--- src/plst_pkg.sv ---
`default_nettype none

package plst_pkg;

  // Widths of the result fields
  localparam int unsigned SLOT_W  = 4;
  localparam int unsigned COUNT_W = 5;

  // What was done with the table for one request
  typedef enum logic [1:0] {
    ACT_REFRESH = 2'd0,
    ACT_APPEND  = 2'd1,
    ACT_REPLACE = 2'd2
  } action_e;

endpackage

`default_nettype wire

--- src/plst_ram.sv ---
`default_nettype none

module plst_ram #(
  parameter int unsigned WIDTH = 32,
  parameter int unsigned DEPTH = 16
) (
  input  wire logic                     clk_i,
  input  wire logic                     we_i,
  input  wire logic [$clog2(DEPTH)-1:0] waddr_i,
  input  wire logic [WIDTH-1:0]         wdata_i,
  input  wire logic [$clog2(DEPTH)-1:0] raddr_i,
  output      logic [WIDTH-1:0]         rdata_o
);

  logic [WIDTH-1:0] mem_q [DEPTH];

  // One write port, one registered read port
  always_ff @(posedge clk_i) begin
    if (we_i) begin
      mem_q[waddr_i] <= wdata_i;
    end
    rdata_o <= mem_q[raddr_i];
  end

endmodule

`default_nettype wire

--- src/peer_last_seen_table_unit.sv ---
`default_nettype none

// Channel  Direction  Handshake               Payload
// -------  ---------  ----------------------  ---------------------------------
// in       input      in_valid_i / in_stall_o  node_id_i[31:0], now_ms_i[31:0]
// out      output     out_valid_o / out_stall_i slot_o[3:0], action_o[1:0],
//                                              entry_count_o[4:0]
//
// One request at a time. Each table entry is scanned by a memory read state, then a
// compare state; the entries scanned are the filled count, all entries when full,
// stopping early on a match. The registered memory read is not overlapped across
// entries. Reset clears the fill count and every other register of this module;
// the table memories are never read before written. A stalled result holds the
// write-back until it drains.

module peer_last_seen_table_unit
  import plst_pkg::*;
#(
  parameter int unsigned TABLE_ENTRIES = 16
) (
  input  wire logic                clk_i,
  input  wire logic                rst_ni,
  input  wire logic                in_valid_i,
  output      logic                in_stall_o,
  input  wire logic [31:0]         node_id_i,
  input  wire logic [31:0]         now_ms_i,
  output      logic                out_valid_o,
  input  wire logic                out_stall_i,
  output      logic [SLOT_W-1:0]   slot_o,
  output      logic [1:0]          action_o,
  output      logic [COUNT_W-1:0]  entry_count_o
);

  localparam int unsigned IDX_W = $clog2(TABLE_ENTRIES);
  localparam int unsigned CNT_W = $clog2(TABLE_ENTRIES + 1);
  localparam logic [CNT_W-1:0] FULL_CNT = CNT_W'(TABLE_ENTRIES);

  typedef enum logic [1:0] {
    ST_IDLE,
    ST_READ,
    ST_CMP,
    ST_WRITE
  } state_e;

  state_e            state_q;
  logic [CNT_W-1:0]  count_q;
  logic [CNT_W-1:0]  idx_q;
  logic [31:0]       id_q;
  logic [31:0]       now_q;
  logic              hit_q;
  logic [IDX_W-1:0]  hit_idx_q;
  logic [IDX_W-1:0]  best_idx_q;
  logic [31:0]       best_time_q;
  logic              out_valid_q;
  logic [SLOT_W-1:0] slot_q;
  action_e           action_q;
  logic [COUNT_W-1:0] entry_count_q;

  logic [31:0]       rd_id;
  logic [31:0]       rd_time;
  logic              full;
  logic [CNT_W-1:0]  scan_lim;
  logic [CNT_W-1:0]  idx_nxt;
  logic              out_free;
  logic              wr_en;
  logic [IDX_W-1:0]  wr_idx;
  action_e           wr_act;
  logic [CNT_W-1:0]  count_d;
  logic [SLOT_W+IDX_W-1:0]   slot_ext;
  logic [COUNT_W+CNT_W-1:0]  count_ext;

  // Table storage
  plst_ram #(.WIDTH(32), .DEPTH(TABLE_ENTRIES)) u_id_ram (
    .clk_i   (clk_i),
    .we_i    (wr_en),
    .waddr_i (wr_idx),
    .wdata_i (id_q),
    .raddr_i (idx_q[IDX_W-1:0]),
    .rdata_o (rd_id)
  );

  plst_ram #(.WIDTH(32), .DEPTH(TABLE_ENTRIES)) u_time_ram (
    .clk_i   (clk_i),
    .we_i    (wr_en),
    .waddr_i (wr_idx),
    .wdata_i (now_q),
    .raddr_i (idx_q[IDX_W-1:0]),
    .rdata_o (rd_time)
  );

  // Scan bounds and write-back decision
  always_comb begin
    full     = (count_q == FULL_CNT);
    scan_lim = full ? FULL_CNT : count_q;
    idx_nxt  = idx_q + CNT_W'(1);
    out_free = !out_valid_q || !out_stall_i;
    wr_en    = (state_q == ST_WRITE) && out_free;
    count_d  = count_q;
    if (hit_q) begin
      wr_idx = hit_idx_q;
      wr_act = ACT_REFRESH;
    end else if (!full) begin
      wr_idx  = count_q[IDX_W-1:0];
      wr_act  = ACT_APPEND;
      count_d = count_q + CNT_W'(1);
    end else begin
      wr_idx = best_idx_q;
      wr_act = ACT_REPLACE;
    end
    slot_ext  = {{SLOT_W{1'b0}}, wr_idx};
    count_ext = {{COUNT_W{1'b0}}, count_d};
  end

  assign in_stall_o    = (state_q != ST_IDLE);
  assign out_valid_o   = out_valid_q;
  assign slot_o        = slot_q;
  assign action_o      = action_q;
  assign entry_count_o = entry_count_q;

  // Sequencer: scan for match and oldest entry, then write back and report
  always_ff @(posedge clk_i or negedge rst_ni) begin
    if (!rst_ni) begin
      state_q       <= ST_IDLE;
      count_q       <= '0;
      idx_q         <= '0;
      hit_q         <= 1'b0;
      out_valid_q   <= 1'b0;
      hit_idx_q     <= '0;
      best_idx_q    <= '0;
      best_time_q   <= '0;
      id_q          <= '0;
      now_q         <= '0;
      slot_q        <= '0;
      action_q      <= ACT_REFRESH;
      entry_count_q <= '0;
    end else begin
      // result drained; the write-back state sets a new one itself
      if (out_valid_q && !out_stall_i && (state_q != ST_WRITE)) begin
        out_valid_q <= 1'b0;
      end
      unique case (state_q)
        ST_IDLE: begin
          if (in_valid_i) begin
            id_q  <= node_id_i;
            now_q <= now_ms_i;
            idx_q <= '0;
            hit_q <= 1'b0;
            state_q <= (count_q == '0) ? ST_WRITE : ST_READ;
          end
        end
        ST_READ: begin
          state_q <= ST_CMP;
        end
        ST_CMP: begin
          // oldest time, lowest index on ties
          if (idx_q == '0 || rd_time < best_time_q) begin
            best_time_q <= rd_time;
            best_idx_q  <= idx_q[IDX_W-1:0];
          end
          if (rd_id == id_q) begin
            hit_q     <= 1'b1;
            hit_idx_q <= idx_q[IDX_W-1:0];
            state_q   <= ST_WRITE;
          end else if (idx_nxt == scan_lim) begin
            state_q <= ST_WRITE;
          end else begin
            idx_q   <= idx_nxt;
            state_q <= ST_READ;
          end
        end
        ST_WRITE: begin
          if (out_free) begin
            count_q       <= count_d;
            out_valid_q   <= 1'b1;
            slot_q        <= slot_ext[SLOT_W-1:0];
            action_q      <= wr_act;
            entry_count_q <= count_ext[COUNT_W-1:0];
            state_q       <= ST_IDLE;
          end
        end
        default: state_q <= ST_IDLE;
      endcase
    end
  end

endmodule

`default_nettype wire

--- config.mk ---
export PLATFORM = sky130hd
export DESIGN_NAME = peer_last_seen_table_unit
export DESIGN_NICKNAME = d
export VERILOG_FILES = /design/src/plst_pkg.sv /design/src/plst_ram.sv /design/src/peer_last_seen_table_unit.sv
export SDC_FILE = /design/constraint.sdc
export NUM_CORES = 1
export LEC_CHECK = 0
export ABC_AREA = 1
export ABC_CLOCK_PERIOD_IN_PS = 6200
export BUFFER_PORTS_ARGS = -buffer_cell sky130_fd_sc_hd__buf_2
export CORE_AREA = 5 5 322 324
export CTS_CLUSTER_DIAMETER = 30
export CTS_CLUSTER_SIZE = 14
export DETAILED_ROUTE_END_ITERATION = 10
export DIE_AREA = 0 0 327 329
export MAX_ROUTING_LAYER = met4
export PLACE_DENSITY = 0.68
export SYNTH_ARGS = -nofsm -noshare
export SYNTH_HDL_FRONTEND = slang
export SYNTH_SLANG_ARGS = --single-unit
--- constraint.sdc ---
create_clock -name clk_i -period 6.2 [get_ports clk_i]
set_input_delay 0.31 -clock clk_i [delete_from_list [all_inputs] [get_ports clk_i]]
set_output_delay 0.31 -clock clk_i [all_outputs]
set_load 0.02 [all_outputs]
Word-level counts from Yosys, hierarchy flattened
Memories as Yosys holds them, arrays and structs flattened. A register that Yosys moved wholly into a read port is not among the register bits.
Cells that the tools add are included.
{ "classes": {"muxes": 23, "n_lt_le_gt_ge": 1, "n_addsub": 2, "bitwise": 2, "eq_ne": 12, "reduce_logical": 20} }
{ "ops": {"columns": ["op", "count"], "rows": [
  ["32-bit == test", 1],
  ["32-bit < comparator", 1],
  ["5-bit 2-to-1 mux", 4],
  ["2-bit 2-to-1 mux", 7],
  ["2-bit inequality test (second input constant)", 6],
  ["5-bit by 1-bit adder with 5-bit output (second input constant)", 2],
  ["5-bit zero test", 2],
  ["5-bit case mux with 2 select lines", 1],
  ["2-bit AND reduction", 5],
  ["4-bit 2-to-1 mux", 2],
  ["2-bit case mux with 4 select lines", 1],
  ["4-bit AND reduction", 2],
  ["1-bit 2-to-1 mux", 7],
  ["5-bit == test", 1],
  ["5-bit == test (second input constant)", 1],
  ["2-bit == test (second input constant)", 2],
  ["2-bit nonzero test", 2],
  ["1-bit logical AND", 3],
  ["3-bit AND reduction", 1],
  ["2-bit by 1-bit == test with 1-bit output (second input constant)", 1],
  ["1-bit zero test", 2],
  ["2-bit zero test", 1],
  ["1-bit logical OR", 2],
  ["1-bit NOT", 2],
  ["1-bit case mux with 2 select lines", 1]
]} }
{ "totals": {"output_inout_bits": 13, "mem_count": 2, "ff_bits": 124, "mem_bits_rw": 1024, "inputBits": 68, "wordCells": 74} }
{ "mem_list": {"columns": ["name", "depth", "width", "rd", "rd_clocked_by_memory_dff", "write_ports", "line", "rtl"], "rows": [
  ["u_id_ram.mem_q", 16, 32, 1, 1, 1, "plst_ram.sv:15", "logic [WIDTH-1:0] mem_q [DEPTH];"],
  ["u_time_ram.mem_q", 16, 32, 1, 1, 1, "plst_ram.sv:15", null]
]} }

Longest topological paths before layout
{ "logic_depth": {"ltp_word": 6, "depth_mapped": 17} }

By module
From an unflattened synthesis, not the netlist that was laid out.
{ "hier_totals": {"cells_unflattened": 5031, "area_unflattened_um2": 51838.5} }
{ "modules_own_cells": {"columns": ["module", "cells_per_inst", "area_each_um2", "n_inst"], "rows": [
  ["plst_ram", 2120, 22730.6, 2],
  ["peer_last_seen_table_unit", 791, 6377.4, 1]
]} }

Worst setup path after synthesis
OpenSTA, ideal clock, no wires.
{ "synth_timing": {"kind": "register to register", "startpoint": "register, netlist name entry_count_o[0]", "endpoint": "memory u_id_ram.mem_q[5][0], enable pin", "path_stages_with_launch": 11, "n_path_buf": 0, "path_slack_ns": -0.292, "setup_ns": 0.565, "arrival_time_ns": 5.927, "synth_period_minus_slack_ns": 6.492, "required_ns": 5.635, "path_cell_list": "dfrtp_1 -> inv_1 -> ha_1 -> nand4_2 -> inv_2 -> nand2_1 -> nand3_1 -> o21ai_0 -> inv_1 -> or2_1 -> nor3_1"} }
{ "synth_lines": {"columns": ["item", "line"], "rows": [
  ["end, declared", "plst_ram.sv:15"]
]} }

Final worst setup path
{ "layout_timing": {"startpoint": "register idx_q[0]", "endpoint": "register best_time_q[24]"} }
{ "layout_between": {"elab_chain_cells": 3} }
{ "layout_rtl": {"columns": ["item", "line", "rtl"], "rows": [
  ["start, declared", "peer_last_seen_table_unit.sv:47", "logic [CNT_W-1:0] idx_q;"],
  ["start signal, assigned", "peer_last_seen_table_unit.sv:167", "idx_q <= idx_nxt;"],
  ["5-bit zero test", "peer_last_seen_table_unit.sv:156", "if (idx_q == '0 || rd_time < best_time_q) begin"],
  ["1-bit logical OR", "peer_last_seen_table_unit.sv:156", null],
  ["2-bit AND reduction (no source line)", null, null],
  ["end signal, assigned", "peer_last_seen_table_unit.sv:157", "best_time_q <= rd_time;"],
  ["end, declared", "peer_last_seen_table_unit.sv:53", "logic [31:0] best_time_q;"]
]} }
Every way passes these cells.
A chain may end at the register's enable or synchronous reset.

==> results.toml <==
[die]
num_io_pins = 81
die_w_um = 327
core.rowCount = 117
initial_core_util = 0.4647
die_y_um = 329
dieArea_sq_um = 107600
core_sq_um = 100900

[place]
postPlaceCellArea_sq_um = 48580
hpwl_um = 57150
io_buffers = 80
dp_cells = 4766
gp_congestion = 0.7961

[power]
p_comb_frac = 0.165
finalPower_uw = 28680
p_int_uw = 19960
peakVddDrop_v = 0.0003652
pwr-share-seq = 0.421
switchingPower_uw = 8721
power.density_nw_per_um2 = 505.8
swShare = 0.3041
power_leakage_uw = 0.01996
power_frac_clock = 0.414

[setup_path]
critPathLaunch = "idx_q[0]$_DFFE_PN0P_"
endpoint_kind = "flip-flop"
crit_fanout = 152
critPathCapture = "best_time_q[24]$_DFFE_PN0P_"
reg2reg_slack_ps = 2360
required_ps = 6850
start_kind = "flip-flop"
path_cells = "inv_8 -> ha_1 -> nand4_1 -> nand2_2 -> nand2_2 -> nand2_1 -> nand2_1"
crit_type = "reg -> reg"
crit_slowest_cell = "dfrtp_4"
timing.rr.start = "idx_q[0]$_DFFE_PN0P_"
r2r-end = "best_time_q[24]$_DFFE_PN0P_"
crit_path_max_incr_delay_ps = 780
cp_data_arrival_time_ps = 4480
rr_worst_depth = 7

[cts]
htree_levels = 4
post_cts_resized = 0
clk_pin_slew_worst_paths_ps = 50
clock-sinks = 1212
numCtsBuffers = 212
clk_latency_ps = 780
cts_tree = "yes"
cts_root_buffer = "clkbuf_16"
clock_path_buffers = 3

[layout]
drive_gt1_frac = 0.1474
regArea_sq_um = 35150
multiInputGateArea_sq_um = 10610
diodes = 0
fin_cells = 5236
nets = 3841
final_core_util = 0.5623
area_growth_pct = 21.00
num-fill-cells = 7805
fin_area_sq_um = 56710

[timing]
worstMarginPinSlew_ps = 1274
fmax_mhz = 260.7
rsz0062_at_grt = "false"
final.min_clock_period_ps = 3835
finalHoldViolCount = 0
setup_violations = 0
fin_crit_sh = 0.6186
relSlewSlack = 0.1489
finalMaxSlewViolations = 0
finClkSkew_ps = 38.55

[logic_synthesis]
syn-cell-area_sq_um = 46870
synth_nets = 3663
async_reset_ff_frac = 0.1023
synth.distinct_cells = 39
synthXorXnorAreaFrac = 0.004298
yosysMostFrequentCell = "edfxtp_1"
yosysSeqAreaShare = 0.7496
synth_ff_type = "edfxtp_1"
synth_top_family_by_area = "compound AO/OA/AOI/OAI gates"
synth_common_cells = "1024 x edfxtp_1, 565 x nor2_1, 520 x o21ai_0, 311 x nand2_1, 169 x clkbuf_1"
ys_warn_count = 0
syn_avg_cell_area_sq_um = 13.17
synth_edf_count = 1024
synthAdderAreaFrac = 0.009344
synth_area_leaders = "edfxtp_1 66%, dfrtp_1 6.6%, o21ai_0 5.6%"
yosys.area_share.simple = 0.09295
yosys.area.top_type_share = 0.6561
synth_compound_area_frac = 0.1045
ys_seq_elements = 1212
synth_cells = 3560
synth_mux_area_frac = 0.01273
yosysTopAreaCell = "edfxtp_1"

[global_routing]
grt_max_degree = 193
track_usage = 0.2220
overflow = 0
first_global_vias = 29997
grt_pass1_wl_um = 179100
grt_antenna_before_repair = 0

[routing]
num_vias = 30148
wl_per_cell_um = 22.38
first_pass_iters = 8
ant_nets = 0
wl_um = 117200
drt_iter0_markers = 3264
viasPerCell = 5.758
drc_errors = 0

[worst_hold_path]
hold_path_class = "in -> async"

[run]
cap_violations = 0

[status]
outcome = "complete, no violations"
worst max-delay path, delay by kind of cell (launching register included):
family / cells / cell delay [ps]
adders and majority gates: 1 / 270
buffers and inverters: 1 / 750
and+or+nand+nor: 5 / 1840
DFF: 1 / 780
registers in the layout (all words and copies together), names as in the netlist:
signal and flops:
entry_count_o 5, u_id_ram.rdata_o 32, best_time_q 32, u_time_ram.mem_q 512
hit_idx_q 4, state_q 2, hit_q 1, u_time_ram.rdata_o 32
id_q 32, u_id_ram.mem_q 512, idx_q 5, now_q 32
slot_o 4, action_o 2, best_idx_q 4, out_valid_o 1
cell families (layout without fill, tap and decap cells):
group	count (synthesis)	after routing
simple gates	1075	1075
flops	1212	1212
xor+xnor	23	23
compound gates	847	847
mux	53	53
fa+ha+maj	35	35
buf+inv	315	682
power groups by stage:
stage	logic, uW	clock network [uW]	registers [uW]
after floorplan	3390	0	11600
after global placement	4590	0	12200
after detailed placement	4680	0	12200
after CTS	4760	12000	12100
after global routing	5280	12400	12200
final	4750	11900	12100
what timing repair did:
| action | in CTS | in global routing |
|---|---|---|
| hold buffers | 67 | 0 |
| endpoints found under the hold margin | 132 | 0 |
| buffers inserted | 0 | 0 |
| endpoints found under the setup margin | 0 | 0 |
layout by cell type (no fill, tap or decap), types with 14 or more instances in the layout:
master and instances:
clkbuf_16 215, o21ai_0 520, bufinv_16 30, dfxtp_1 64, o221ai_1 106, ha_1 35, edfxtp_1 1024, buf_2 79
nor2_1 552, mux2_2 53, inv_1 81, nand2_1 310, a21oi_1 27, nor2_4 14, dfrtp_1 121, clkinvlp_4 22
clkinv_2 30, buf_4 32, o22ai_1 152, clkinv_1 15, inv_6 24, o211ai_1 23, clkbuf_1 34, dlygate4sd3_1 67
o21ai_1 15, nand3_1 164
worst min path at each step:
| stage | cells after the start | endpoint | slack (ps) | from |
|---|---|---|---|---|
| 2_1_floorplan | 0 | action_o[0]$_DFFE_PN0P_ | 10 | rst_ni |
| 4_1_cts | 2 | now_q[5]$_DFFE_PN0P_ | 200 | rst_ni |
| 3_3_place_gp | 1 | now_q[4]$_DFFE_PN0P_ | 440 | rst_ni |
| 3_5_place_dp | 1 | now_q[9]$_DFFE_PN0P_ | 440 | rst_ni |
| 5_1_grt | 2 | now_q[14]$_DFFE_PN0P_ | 260 | rst_ni |
| 6_report | 2 | now_q[15]$_DFFE_PN0P_ | 190 | rst_ni |
through the flow:
| stage | setup slack, ps | hold WS, ps | setup TNS [ps] |
|---|---|---|---|
| after global routing | 2081 | 259.9 | 0 |
| after floorplan | -291.8 | 14.41 | -69370 |
| final | 2365 | 188.7 | 0 |
| after detailed placement | 2338 | 442.3 | 0 |
| after global placement | 2397 | 442.7 | 0 |
| after CTS | 2311 | 195.9 | 0 |
routing by layer:
layer / up-vias / GRT usage / part of all wire / wire length, um
met5: - / - / 0 / 0
met4: 0 / 0.07890 / 0.029 / 3400
met3: 245 / 0.03779 / 0.079 / 9222
li1: 13530 / - / - / -
met1: 15026 / 0.2927 / 0.41 / 48240
met2: 1347 / 0.3530 / 0.48 / 56330
cell type report:
type,instances,share of cell area
Clock buffer,259,0.09955
Clock inverter,144,0.03197
Multi-Input combinational cell,2033,0.1872
Tap cell,1309,0.02888
Sequential cell,1212,0.6197
Timing Repair Buffer,188,0.02641
Inverter,91,0.006310
No activity file was read; power rests on OpenSTA's default activity.
